`src/design/sgf16mul_pkg.sv`:
```
package sgf16mul_pkg;

   localparam int unsigned NUM_SHARES = 4;
   localparam int unsigned NIB_W      = 4;
   localparam int unsigned GATES_W    = 9;
   localparam int unsigned CSR_IDX_W  = 3;

   typedef logic [NIB_W-1:0]     nib_type;
   typedef logic [GATES_W-1:0]   gates_type;
   typedef logic [CSR_IDX_W-1:0] csr_idx_type;

   // register indexes of the configuration port
   localparam csr_idx_type CSR_SHARE0_GATES = 3'd0;
   localparam csr_idx_type CSR_SHARE1_GATES = 3'd1;
   localparam csr_idx_type CSR_SHARE2_GATES = 3'd2;
   localparam csr_idx_type CSR_SHARE3_GATES = 3'd3;

   // gating pattern after reset
   localparam gates_type SHARE0_GATES_RST = 9'd244;
   localparam gates_type SHARE1_GATES_RST = 9'd428;
   localparam gates_type SHARE2_GATES_RST = 9'd233;
   localparam gates_type SHARE3_GATES_RST = 9'd409;

   // bilinear product in the block's basis, bit 3 of each operand is a0/b0
   function automatic nib_type gf_mul(nib_type a, nib_type b);
      logic a0, a1, a2, a3, b0, b1, b2, b3;
      nib_type c;
      a0 = a[3]; a1 = a[2]; a2 = a[1]; a3 = a[0];
      b0 = b[3]; b1 = b[2]; b2 = b[1]; b3 = b[0];
      c[3] = (a0 & b0) ^ (a2 & b0) ^ (a3 & b0) ^ (a1 & b1) ^ (a2 & b1) ^ (a0 & b2)
           ^ (a1 & b2) ^ (a2 & b2) ^ (a3 & b2) ^ (a0 & b3) ^ (a2 & b3);
      c[2] = (a1 & b0) ^ (a2 & b0) ^ (a0 & b1) ^ (a1 & b1) ^ (a3 & b1) ^ (a0 & b2)
           ^ (a2 & b2) ^ (a1 & b3) ^ (a3 & b3);
      c[1] = (a0 & b0) ^ (a1 & b0) ^ (a2 & b0) ^ (a3 & b0) ^ (a0 & b1) ^ (a2 & b1)
           ^ (a0 & b2) ^ (a1 & b2) ^ (a2 & b2) ^ (a0 & b3) ^ (a3 & b3);
      c[0] = (a0 & b0) ^ (a2 & b0) ^ (a1 & b1) ^ (a3 & b1) ^ (a0 & b2) ^ (a3 & b2)
           ^ (a1 & b3) ^ (a2 & b3) ^ (a3 & b3);
      return c;
   endfunction

   // linear square-scalar map of the xor of both operands
   function automatic nib_type gf_sqsc(nib_type a, nib_type b);
      nib_type s;
      nib_type r;
      s = a ^ b;
      r[3] = s[2] ^ s[0];
      r[2] = s[3] ^ s[1];
      r[1] = s[1] ^ s[0];
      r[0] = s[0];
      return r;
   endfunction

   // one output share from the three input shares it may see
   function automatic nib_type share_out(gates_type g,
                                         nib_type xp, nib_type xq, nib_type xr,
                                         nib_type yp, nib_type yq, nib_type yr);
      nib_type u;
      nib_type v;
      nib_type r;
      u = (xp & {NIB_W{g[8]}}) ^ (xq & {NIB_W{g[7]}}) ^ (xr & {NIB_W{g[6]}});
      v = (yp & {NIB_W{g[5]}}) ^ (yq & {NIB_W{g[4]}}) ^ (yr & {NIB_W{g[3]}});
      r = (gf_sqsc(xp, yp) & {NIB_W{g[2]}})
        ^ (gf_sqsc(xq, yq) & {NIB_W{g[1]}})
        ^ (gf_sqsc(xr, yr) & {NIB_W{g[0]}});
      return gf_mul(u, v) ^ r;
   endfunction

endpackage

```
`src/design/shared_gf16_multiplier_four_shares_unit.sv`:
```
// Four-share masked GF(2^4) multiplier. Each output share is built only from the
// other three input shares of x and y, through configurable gating bits, one field
// product and gated square-scalar terms. A request is accepted every cycle unless
// req_stall is high; its response passes the input register, AND/XOR network and result
// register, and is delayed only while rsp_stall holds the result register. The gating
// registers are written through the csr port, which is always ready; writes to an
// index beyond share3_gates are dropped. Write them only while the block is empty.
module shared_gf16_multiplier_four_shares_unit (
   input  logic                      clock,
   input  logic                      reset,
   // request channel
   input  logic                      req_valid,
   output logic                      req_stall,
   input  sgf16mul_pkg::nib_type     req_x_share0,
   input  sgf16mul_pkg::nib_type     req_x_share1,
   input  sgf16mul_pkg::nib_type     req_x_share2,
   input  sgf16mul_pkg::nib_type     req_x_share3,
   input  sgf16mul_pkg::nib_type     req_y_share0,
   input  sgf16mul_pkg::nib_type     req_y_share1,
   input  sgf16mul_pkg::nib_type     req_y_share2,
   input  sgf16mul_pkg::nib_type     req_y_share3,
   // response channel
   output logic                      rsp_valid,
   input  logic                      rsp_stall,
   output sgf16mul_pkg::nib_type     rsp_prod_share0,
   output sgf16mul_pkg::nib_type     rsp_prod_share1,
   output sgf16mul_pkg::nib_type     rsp_prod_share2,
   output sgf16mul_pkg::nib_type     rsp_prod_share3,
   // configuration write channel
   input  logic                      csr_valid,
   output logic                      csr_ready,
   input  sgf16mul_pkg::csr_idx_type csr_index,
   input  sgf16mul_pkg::gates_type   csr_wdata
);

   sgf16mul_pkg::gates_type gates_ff [sgf16mul_pkg::NUM_SHARES];
   sgf16mul_pkg::nib_type   x_ff     [sgf16mul_pkg::NUM_SHARES];
   sgf16mul_pkg::nib_type   y_ff     [sgf16mul_pkg::NUM_SHARES];
   sgf16mul_pkg::nib_type   prod_ff  [sgf16mul_pkg::NUM_SHARES];
   sgf16mul_pkg::nib_type   prod_in  [sgf16mul_pkg::NUM_SHARES];
   logic                    in_vld_ff;
   logic                    out_vld_ff;
   logic                    in_load;
   logic                    out_load;

   // pipeline advance
   assign out_load  = !out_vld_ff || !rsp_stall;
   assign req_stall = in_vld_ff && !out_load;
   assign in_load   = req_valid && !req_stall;
   assign csr_ready = 1'b1;

   // gating registers
   always_ff @(posedge clock) begin
      if (reset) begin
         gates_ff[0] <= sgf16mul_pkg::SHARE0_GATES_RST;
         gates_ff[1] <= sgf16mul_pkg::SHARE1_GATES_RST;
         gates_ff[2] <= sgf16mul_pkg::SHARE2_GATES_RST;
         gates_ff[3] <= sgf16mul_pkg::SHARE3_GATES_RST;
      end else if (csr_valid && csr_ready) begin
         unique case (csr_index)
            sgf16mul_pkg::CSR_SHARE0_GATES: gates_ff[0] <= csr_wdata;
            sgf16mul_pkg::CSR_SHARE1_GATES: gates_ff[1] <= csr_wdata;
            sgf16mul_pkg::CSR_SHARE2_GATES: gates_ff[2] <= csr_wdata;
            sgf16mul_pkg::CSR_SHARE3_GATES: gates_ff[3] <= csr_wdata;
            default: ;
         endcase
      end
   end

   // valid flags of both stages
   always_ff @(posedge clock) begin
      if (reset) begin
         in_vld_ff  <= 1'b0;
         out_vld_ff <= 1'b0;
      end else begin
         if (in_load || out_load) begin
            in_vld_ff <= in_load;
         end
         if (out_load) begin
            out_vld_ff <= in_vld_ff;
         end
      end
   end

   // input register
   always_ff @(posedge clock) begin
      if (in_load) begin
         x_ff[0] <= req_x_share0;
         x_ff[1] <= req_x_share1;
         x_ff[2] <= req_x_share2;
         x_ff[3] <= req_x_share3;
         y_ff[0] <= req_y_share0;
         y_ff[1] <= req_y_share1;
         y_ff[2] <= req_y_share2;
         y_ff[3] <= req_y_share3;
      end
   end

   // each output share leaves out its own input share
   always_comb begin
      prod_in[0] = sgf16mul_pkg::share_out(gates_ff[0], x_ff[1], x_ff[2], x_ff[3],
                                           y_ff[1], y_ff[2], y_ff[3]);
      prod_in[1] = sgf16mul_pkg::share_out(gates_ff[1], x_ff[0], x_ff[2], x_ff[3],
                                           y_ff[0], y_ff[2], y_ff[3]);
      prod_in[2] = sgf16mul_pkg::share_out(gates_ff[2], x_ff[0], x_ff[1], x_ff[3],
                                           y_ff[0], y_ff[1], y_ff[3]);
      prod_in[3] = sgf16mul_pkg::share_out(gates_ff[3], x_ff[0], x_ff[1], x_ff[2],
                                           y_ff[0], y_ff[1], y_ff[2]);
   end

   // result register
   always_ff @(posedge clock) begin
      if (out_load && in_vld_ff) begin
         prod_ff <= prod_in;
      end
   end

   assign rsp_valid       = out_vld_ff;
   assign rsp_prod_share0 = prod_ff[0];
   assign rsp_prod_share1 = prod_ff[1];
   assign rsp_prod_share2 = prod_ff[2];
   assign rsp_prod_share3 = prod_ff[3];

endmodule

```
`config.mk`:
```
export PLATFORM = sky130hd
export DESIGN_NAME = shared_gf16_multiplier_four_shares_unit
export DESIGN_NICKNAME = d
export VERILOG_FILES = /design/src/design/sgf16mul_pkg.sv /design/src/design/shared_gf16_multiplier_four_shares_unit.sv
export SDC_FILE = /design/constraint.sdc
export NUM_CORES = 1
export LEC_CHECK = 0
export ABC_AREA = 1
export BUFFER_PORTS_ARGS = -buffer_cell sky130_fd_sc_hd__buf_2
export CORE_MARGIN = 1
export CORE_UTILIZATION = 35
export DETAILED_ROUTE_END_ITERATION = 16
export MAX_ROUTING_LAYER = met4
export PLACE_DENSITY_LB_ADDON = 0.05
export RECOVER_POWER = 50
export SYNTH_ARGS = -nofsm -noshare
export SYNTH_HDL_FRONTEND = slang
export SYNTH_SLANG_ARGS = --single-unit
```
`constraint.sdc`:
```
create_clock -name clock -period 2.2 [get_ports clock]
set_clock_uncertainty 0.05 [all_clocks]
set_input_delay 0 -clock clock [delete_from_list [all_inputs] [get_ports clock]]
set_output_delay 0 -clock clock [all_outputs]
set_load 0.005 [all_outputs]
```
==> results.toml, run 1 <==
[layout]
diodes = 0
stdcell_count = 1990
final_cell_mix = "nand2_1, nand2_2, inv_1"
area_growth_pct = 40.9
layout_commonest_cell = "nand2_1"
final_area_mm2 = 0.0121
finalNetCount = 1710
drive_above_1_share = 0.341

[clocking]
clock_latency_ns = 0.36
clock_sinks = 86
clockBufferDepth = 2
cts-htree-levels = 3
cts-root-buf = "clkbuf_16"
tritoncts = "done"
path_clk_slew_ns = 0.08
numCtsBuffers = 9

[setup_path]
worstPathRequired_ns = 2.26
start_kind = "flop"
arrival_ns = 2.23
cp_max_fo = 6
cp_top_family = "flip-flops"
rrSetupSlack_ns = 0.03
slowest_stage = "edfxtp_1"
crit_type = "reg -> reg"
crit_path_frequent_cell = "nand2_4"
cpPeakStageDelay_ns = 0.58
path_buf_inv = 4
cp_cell_sequence = "buf_6 > nand2_8 > inv_6 > nand2_4 > nand3_4 > nand2_4 > nand2_4 > xnor2_2 > xor2_1 > buf_4 > inv_2 > nand2_2 > nand2_1"
end_kind = "flop"

[floorplanning]
die_w_um = 159
io_pins = 68
dieArea_mm2 = 0.0252
die_height_um = 159
start_util = 0.355
core-area_mm2 = 0.0242
rows = 57

[detailed_routing]
avgRoutedWirePerCell_um = 14.7
dr.pass1.iters = 5
drc = 0
wirelength_um = 29300
ant_nets = 0
drt_iter0_drc = 486
num_vias = 9414
vias_per_cell = 4.73

[place]
placed_area_mm2 = 0.00962
place_ws_ns = -0.0573
globalplace.congestion = 0.904
numPortBuffers = 66
dpl.cell_count = 1867
post-dp-hpwl_um = 22600

[sta]
fin_crit_sh = 0.986
slew_headroom = 0.574
clock.fmax_mhz = 461
tightest_slew_ns = 0.639
final_max_slew_viol_count = 0
fin_crit_ns = 2.17
fin_ws_ns = 0.0305
finalSetupViolCount = 0
fin_hold_ws_ns = 0.0836
hold_viol = 0
rsz0062_at_grt = "true"

[pwr]
leakage_uw = 0.00646
p_per_area_mw_per_mm2 = 599
ir_drop_mv = 0.318
finalPower_uw = 7260

[global_routing]
gr-usage-met3 = 0.0295
antenna_found_initial = 0
overflow = 0
top_usage_layer = "met2"
grt_pass1_wl_um = 44500
grt_max_degree = 33
grt.met2_usage = 0.393
grt_pass1_vias = 8393
grt_util_all_layers = 0.236
grt_use_met1 = 0.300

[status]
status = "complete, no violations"

[yosys]
synth_nets = 1490
ys_seq_elements = 86
syn_avg_cell_area_um2 = 5.97
synth.largest_area_cell = "nand2_1"
synth.distinct_cells = 32
yosysTopAreaCellShare = 0.302
syn-cell-area_mm2 = 0.00860
postSynthCellCount = 1441
synth-warning-count = 0
yosys-top-cells-area = "nand2_1, edfxtp_1, nand3_1"
ys_seq_area_frac = 0.298

[worst_hold_path]
hp-class = "in -> reg"

[job]
maxCapViolCount = 0
-- path summary, 6_finish.rpt --
kind,from,end,cells past startpoint
min,csr_index[0],gates_ff[1][7],4
max,x_ff[1][0],rsp_prod_share0[2],13
max reg2reg,x_ff[1][0],rsp_prod_share0[2],13
min reg2reg,in_vld_ff,rsp_valid,2
-- final cells by class --
cell class / count / area (µm²)
clock inverter: 7 / 83.8
timing repair buffer: 211 / 1570
multi-input combinational: 1127 / 6420
inverter: 226 / 856
fill: 2491 / 12100
clock buffer: 9 / 225
sequential: 86 / 2560
tap: 324 / 405
-- routing by layer --
layer  vias to the layer above  routed length (µm)
met4                         0                 669
met1                      4295               13300
met3                        40                1140
met5                         -                   0
met2                       200               14200
li1                       4879                   -
-- repair_timing --
| action | 4_1_cts | 5_1_grt |
|---|---|---|
| endpoints found under the setup margin | 12 | 16 |
| pin swaps | 1 | 105 |
| hold buffers | 44 | 0 |
| buffers inserted | 9 | 55 |
| gates resized for setup | 9 | 374 |
| endpoints found under the hold margin | 62 | 0 |
-- flip-flops by register name, indices dropped and copies added, names as in the netlist --
name             cells
rsp_valid            1
rsp_prod_share0      4
rsp_prod_share2      4
x_ff                16
in_vld_ff            1
gates_ff            36
rsp_prod_share3      4
y_ff                16
rsp_prod_share1      4
-- power by group --
| group | switching (µW) | internal, µW |
|---|---|---|
| registers | 135 | 2000 |
| logic | 2130 | 1360 |
| clock network | 824 | 814 |
| total | 3090 | 4170 |
-- cells in the mapped netlist --
| cell type | instances |
|---|---|
| a21oi_1 | 4 |
| buf_4 | 1 |
| clkbuf_2 | 1 |
| clkinv_1 | 14 |
| conb_1 | 1 |
| dfxtp_1 | 2 |
| edfxtp_1 | 84 |
| inv_1 | 201 |
| inv_2 | 11 |
| nand2_1 | 692 |
| nand2_2 | 47 |
| nand2_4 | 7 |
| nand3_1 | 187 |
| nand3_2 | 8 |
| nand3b_1 | 4 |
| nand4_1 | 6 |
| nor2_1 | 82 |
| nor2_2 | 3 |
| nor2_4 | 3 |
| nor3_1 | 2 |
| o211ai_1 | 1 |
| o21a_1 | 1 |
| o21ai_0 | 8 |
| o21ai_1 | 5 |
| o21ai_2 | 1 |
| o22ai_1 | 1 |
| or2_2 | 1 |
| xnor2_1 | 29 |
| xnor2_2 | 3 |
| xnor2_4 | 1 |
| xor2_1 | 25 |
| xor2_2 | 5 |
-- worst register-to-register path: cells and delay by family (launching register included) --
kind,cells,cell delay (ns)
buffers and inverters,4,0.47
DFF,1,0.58
xor gates and xnor gates,2,0.34
and+or+nand+nor,7,0.51
-- cell families (layout without fill, tap and decap cells) --
family                 Yosys count  count (layout)  synth area share
flip-flops                      86              86             0.298
AO/OA/AOI/OAI                   21              21            0.0134
buffers and inverters          228             453             0.100
other                            1               1          0.000436
AND/OR/NAND/NOR               1042            1042             0.515
XOR/XNOR                        63              63            0.0733
-- stage by stage --
stage,setup TNS [ns],util
2_1_floorplan,0,-
6_report,0,0.500
3_5_place_dp,-0.300,0.397
3_3_place_gp,-0.207,0.397
5_1_grt,-0.354,0.500
4_1_cts,0,0.431
Power figures use the tool's default switching activity.
==> inputs of run 2 (changes only) <==
--- a/config.mk
+++ b/config.mk
@@ -7,7 +7,7 @@
 export LEC_CHECK = 0
 export ABC_AREA = 1
 export BUFFER_PORTS_ARGS = -buffer_cell sky130_fd_sc_hd__buf_2
-export CORE_MARGIN = 1
+export CORE_MARGIN = 2
 export CORE_UTILIZATION = 35
 export DETAILED_ROUTE_END_ITERATION = 16
 export MAX_ROUTING_LAYER = met4
==> run 2 against run 1 <==
Effect of this change:
- clock power rose by 3%
- design area is 0.68% lower
- non-clock buffer count down 29
- first-iteration DRC count rose by 4.7%
- setup slack better by 0.048 ns
- die area is 2.5% higher
- utilization decreased by 0.34 points
- routed wire length rose by 1.3%
- global-route usage fell by 0.42 points
- power up 0.58%
- critical path type unchanged
- critical endpoint unchanged
==> results.toml, run 2 (synthesis gave the netlist of run 1 again) <==
[setup_path]
cpPeakStageDelay_ns = 0.55
end_kind = "flop"
crit_path_frequent_cell = "nand2_4"
cp_max_fo = 4
start_kind = "flop"
cp_top_family = "flip-flops"
crit_type = "reg -> reg"
slowest_stage = "edfxtp_1"
arrival_ns = 2.20
path_buf_inv = 4
cp_cell_sequence = "buf_6 > inv_2 > nand2_2 > nand2_4 > nand2_4 > nand2_4 > nor2_4 > xor2_2 > xor2_1 > buf_4 > inv_1 > nand2_1 > nand2_1"
worstPathRequired_ns = 2.28

[job]
maxCapViolCount = 0

[clocking]
cts-htree-levels = 3
path_clk_slew_ns = 0.08
clock_sinks = 86
cts-root-buf = "clkbuf_16"
tritoncts = "done"
numCtsBuffers = 9
clock_latency_ns = 0.37
clockBufferDepth = 2

[layout]
drive_above_1_share = 0.332
regArea_mm2 = 0.00256
top_register = "gates_ff"
diodes = 0
layout_commonest_cell = "nand2_1"
largest_reg_flops = 36
reg.largest.list = "gates_ff x36, x_ff x16, y_ff x16"
num-fill-cells = 2480
area_growth_pct = 40.0
stdcell_count = 1961
final_cell_mix = "nand2_1, nand2_2, inv_1"
finalNetCount = 1681
multiInputGateArea_mm2 = 0.00656

[sta]
final_max_slew_viol_count = 0
finalSetupViolCount = 0
clock.fmax_mhz = 471
tightest_slew_ns = 0.734
fin_hold_ws_ns = 0.0793
hold_viol = 0
fin_crit_ns = 2.12
slew_headroom = 0.511
fin_crit_sh = 0.964
rsz0062_at_grt = "true"

[global_routing]
grt_max_degree = 33
grt_util_all_layers = 0.231
grt_pass1_vias = 8399
antenna_found_initial = 0
overflow = 0
top_usage_layer = "met2"
grt_pass1_wl_um = 44600
grt.met2_usage = 0.391
grt_use_met1 = 0.307
gr-usage-met3 = 0.0158

[floorplanning]
die_height_um = 161
core-area_mm2 = 0.0242
dieArea_mm2 = 0.0259
die_w_um = 161
rows = 57
io_pins = 68
start_util = 0.355

[place]
dpl.cell_count = 1852
numPortBuffers = 66
post-dp-hpwl_um = 22400
globalplace.congestion = 0.915

[status]
status = "complete, no violations"

[worst_hold_path]
hp-class = "in -> reg"

[detailed_routing]
drc = 0
dr.pass1.iters = 5
drt_iter0_drc = 509
num_vias = 9300
wirelength_um = 29600
vias_per_cell = 4.74
avgRoutedWirePerCell_um = 15.1
ant_nets = 0

[pwr]
p_per_area_mw_per_mm2 = 606
leakage_uw = 0.00634
ir_drop_mv = 0.357
## run 2: path summary, 6_finish.rpt
path	start	endpoint	slack [ns]	depth (start not counted)
setup / recovery	x_ff[1][1]	rsp_prod_share0[2]	0.08	13
hold / removal	csr_index[0]	gates_ff[1][2]	0.08	4
setup reg to reg	x_ff[1][1]	rsp_prod_share0[2]	0.08	13
hold reg to reg	rsp_valid	rsp_prod_share0[2]	0.82	2
## run 2: stage by stage
stage	util	setup slack (ns)	instance area (µm²)	TNS [ns]	power, µW
after global placement	0.392	-0.108	9500	-0.257	4870
after CTS	0.428	-0.0214	10400	-0.0250	6670
after global routing	0.497	-0.0606	12000	-0.428	7820
final	0.497	0.0788	12000	0	7300
after floorplan	-	0.370	8600	0	4160
after detailed placement	0.392	-0.0742	9500	-0.305	4890
## run 2: final cells by class
class | instances | share of cell area
multi-input cells | 1127 | 0.544
flip-flops and latches | 86 | 0.213
repair buffers | 182 | 0.112
inverters | 226 | 0.0713
well taps | 324 | 0.0337
clock buffers | 9 | 0.0187
clock inverters | 7 | 0.00717
## run 2: repair_timing
action | 4_1_cts | 5_1_grt
resized for setup | 13 | 400
hold endpoints to repair | 62 | 0
buffers inserted | 8 | 40
pin swaps | 3 | 124
endpoints found under the setup margin | 9 | 16
hold buffers | 45 | 0
## run 2: tightest hold or removal path, delay by kind of cell
| kind | cells | cell delay, ns |
|---|---|---|
| AND/OR/NAND/NOR | 3 | 0.29 |
| buffers and inverters | 1 | 0.11 |
## run 2: metal layers
metal	part of all wire	vias to the layer above
met5	0	-
met4	0.023	0
met2	0.48	197
li1	-	4824
met3	0.038	41
met1	0.46	4238
## run 2: report_power, final
group	switching, µW	internal [µW]	leakage, µW
logic	2150	1310	0.00536
registers	141	2000	0.000834
clock network	875	818	0.000151
total	3170	4130	0.00634
==> inputs of run 3 (changes only) <==
--- a/config.mk
+++ b/config.mk
@@ -10,7 +10,6 @@
 export CORE_MARGIN = 2
 export CORE_UTILIZATION = 35
 export DETAILED_ROUTE_END_ITERATION = 16
-export MAX_ROUTING_LAYER = met4
 export PLACE_DENSITY_LB_ADDON = 0.05
 export RECOVER_POWER = 50
 export SYNTH_ARGS = -nofsm -noshare
==> run 3 against run 2 <==
Effect of this change:
- sequential share of layout area is 0.21 points higher
- worst hold slack improved by 0.0035 ns
- design area decreased by 0.99%
- register-to-register slack hardly changed
- setup slack got worse by 0.0095 ns
- sequential power about the same
- routed wire length decreased by 1.2%
- clock-buffer cell count did not move
- power decreased by 1.4%
- via count decreased by 0.76%
- largest cell class unchanged
- non-clock buffer count grew 5
- utilization fell by 0.49 points
==> results.toml, run 3 (synthesis gave the netlist of run 1 again) <==
[setup_path]
cp_max_fo = 5
worstPathRequired_ns = 2.28
cp_top_family = "XOR/XNOR gates"
cp_cell_sequence = "buf_6 > nand2_2 > xnor2_2 > xor2_2 > buf_4 > nand2_2 > xor2_1 > nand2_1 > nand2_1 > nand2_1 > nand2_1"
crit_type = "reg -> reg"
slowest_stage = "edfxtp_1"
path_buf_inv = 2
rrSetupSlack_ns = 0.07
end_kind = "flop"
start_kind = "flop"
cpPeakStageDelay_ns = 0.56
arrival_ns = 2.21
crit_path_frequent_cell = "nand2_1"

[layout]
top_register = "gates_ff"
drive_above_1_share = 0.315
diodes = 0
final_cell_mix = "nand2_1, inv_1, nand2_2"
num-fill-cells = 2464
multiInputGateArea_mm2 = 0.00637
reg.largest.list = "gates_ff x36, x_ff x16, y_ff x16"
layout_commonest_cell = "nand2_1"
area_growth_pct = 38.6
largest_reg_flops = 36
final_area_mm2 = 0.0119
regArea_mm2 = 0.00256
finalNetCount = 1686
stdcell_count = 1966

[detailed_routing]
drt_iter0_drc = 509
ant_nets = 0
num_vias = 9229
wirelength_um = 29300
drc = 0
dr.pass1.iters = 5
avgRoutedWirePerCell_um = 14.9
vias_per_cell = 4.69

[clocking]
cts-root-buf = "clkbuf_16"
cts-htree-levels = 3
clock_sinks = 86
numCtsBuffers = 9
clockBufferDepth = 2
tritoncts = "done"
clock_latency_ns = 0.37
path_clk_slew_ns = 0.08

[pwr]
p_sw_uw = 3080
leakage_uw = 0.00635
internal_power_uw = 4120
pwr-share-seq = 0.298
p_per_area_mw_per_mm2 = 604
combPwrFrac = 0.474
clkPwrFrac = 0.228
finalPower_uw = 7190
swShare = 0.427
ir_drop_mv = 0.364

[place]
placed_area_mm2 = 0.00953
post-dp-hpwl_um = 22700
dpl.cell_count = 1856
globalplace.congestion = 0.927
numPortBuffers = 66

[floorplanning]
start_util = 0.355
die_w_um = 161
rows = 57
core-area_mm2 = 0.0242
io_pins = 68
die_height_um = 161
dieArea_mm2 = 0.0259

[global_routing]
grt_max_degree = 33
grt_util_all_layers = 0.225
grt_pass1_vias = 8309
antenna_found_initial = 0
grt_pass1_wl_um = 44700
overflow = 0

[sta]
fin_hold_ws_ns = 0.0828
hold_viol = 0
rsz0062_at_grt = "true"
fin_crit_sh = 0.968
final_max_slew_viol_count = 0
fin_tns_setup_ns = 0
clock.fmax_mhz = 469
tightest_slew_ns = 0.625
finalSetupViolCount = 0
slew_headroom = 0.583
fin_crit_ns = 2.13

[job]
maxCapViolCount = 0

[worst_hold_path]
hp-class = "in -> reg"

[status]
status = "complete, no violations"
run 3: cell types whose count changed in the layout (fill, tap and decap cells not counted), sizes merged:
cell         delta
clkinv          -3
inv             +3
clkbuf          +5
dlygate4sd3     -1
buf             +1
run 3: area by class of cell:
class / count / share of cell area
inverter: 226 / 0.0712
sequential: 86 / 0.215
clock buffer: 9 / 0.0189
tap: 324 / 0.0340
timing repair buffer: 187 / 0.119
multi-input combinational: 1127 / 0.535
clock inverter: 7 / 0.00724
run 3: what timing repair did:
action | in CTS | in global routing
hold endpoints to repair | 62 | 0
gates resized for setup | 10 | 350
setup buffers | 9 | 41
hold buffers | 44 | 0
pin swaps | 2 | 93
setup endpoints to repair | 10 | 16
run 3: final timing paths:
path	startpoint	to	depth (start not counted)
worst min-delay path	csr_index[0]	gates_ff[1][5]	4
worst min register to register	in_vld_ff	rsp_valid	2
worst max-delay path	y_ff[1][3]	rsp_prod_share0[0]	11
worst max register to register	y_ff[1][3]	rsp_prod_share0[0]	11
run 3: through the flow:
| step | utilization | setup slack (ns) |
|---|---|---|
| finish | 0.492 | 0.0693 |
| global placement | 0.393 | -0.0745 |
| detailed placement | 0.393 | -0.0730 |
| CTS | 0.428 | -0.0278 |
| floorplan | - | 0.370 |
| global route | 0.492 | -0.0436 |
run 3: tightest hold or removal path, cell delays in order:
cell     delay, ns
buf_2         0.12
nand2_1       0.08
nor2_1        0.11
nand2_1       0.08
run 3: per-layer routing:
metal  GRT usage  wire [µm]  vias up
met2       0.380      13800      206
met5           0          0        -
met3      0.0289       1400       41
li1            -          -     4827
met4      0.0515        670        0
met1       0.308      13400     4155
run 3: power by group through the flow:
stage | clock (µW) | sequential, µW | combinational, µW
floorplan | 0 | 2130 | 2030
global placement | 0 | 2190 | 2680
detailed placement | 0 | 2190 | 2720
CTS | 1670 | 2140 | 2820
global route | 1730 | 2160 | 3840
finish | 1640 | 2150 | 3410
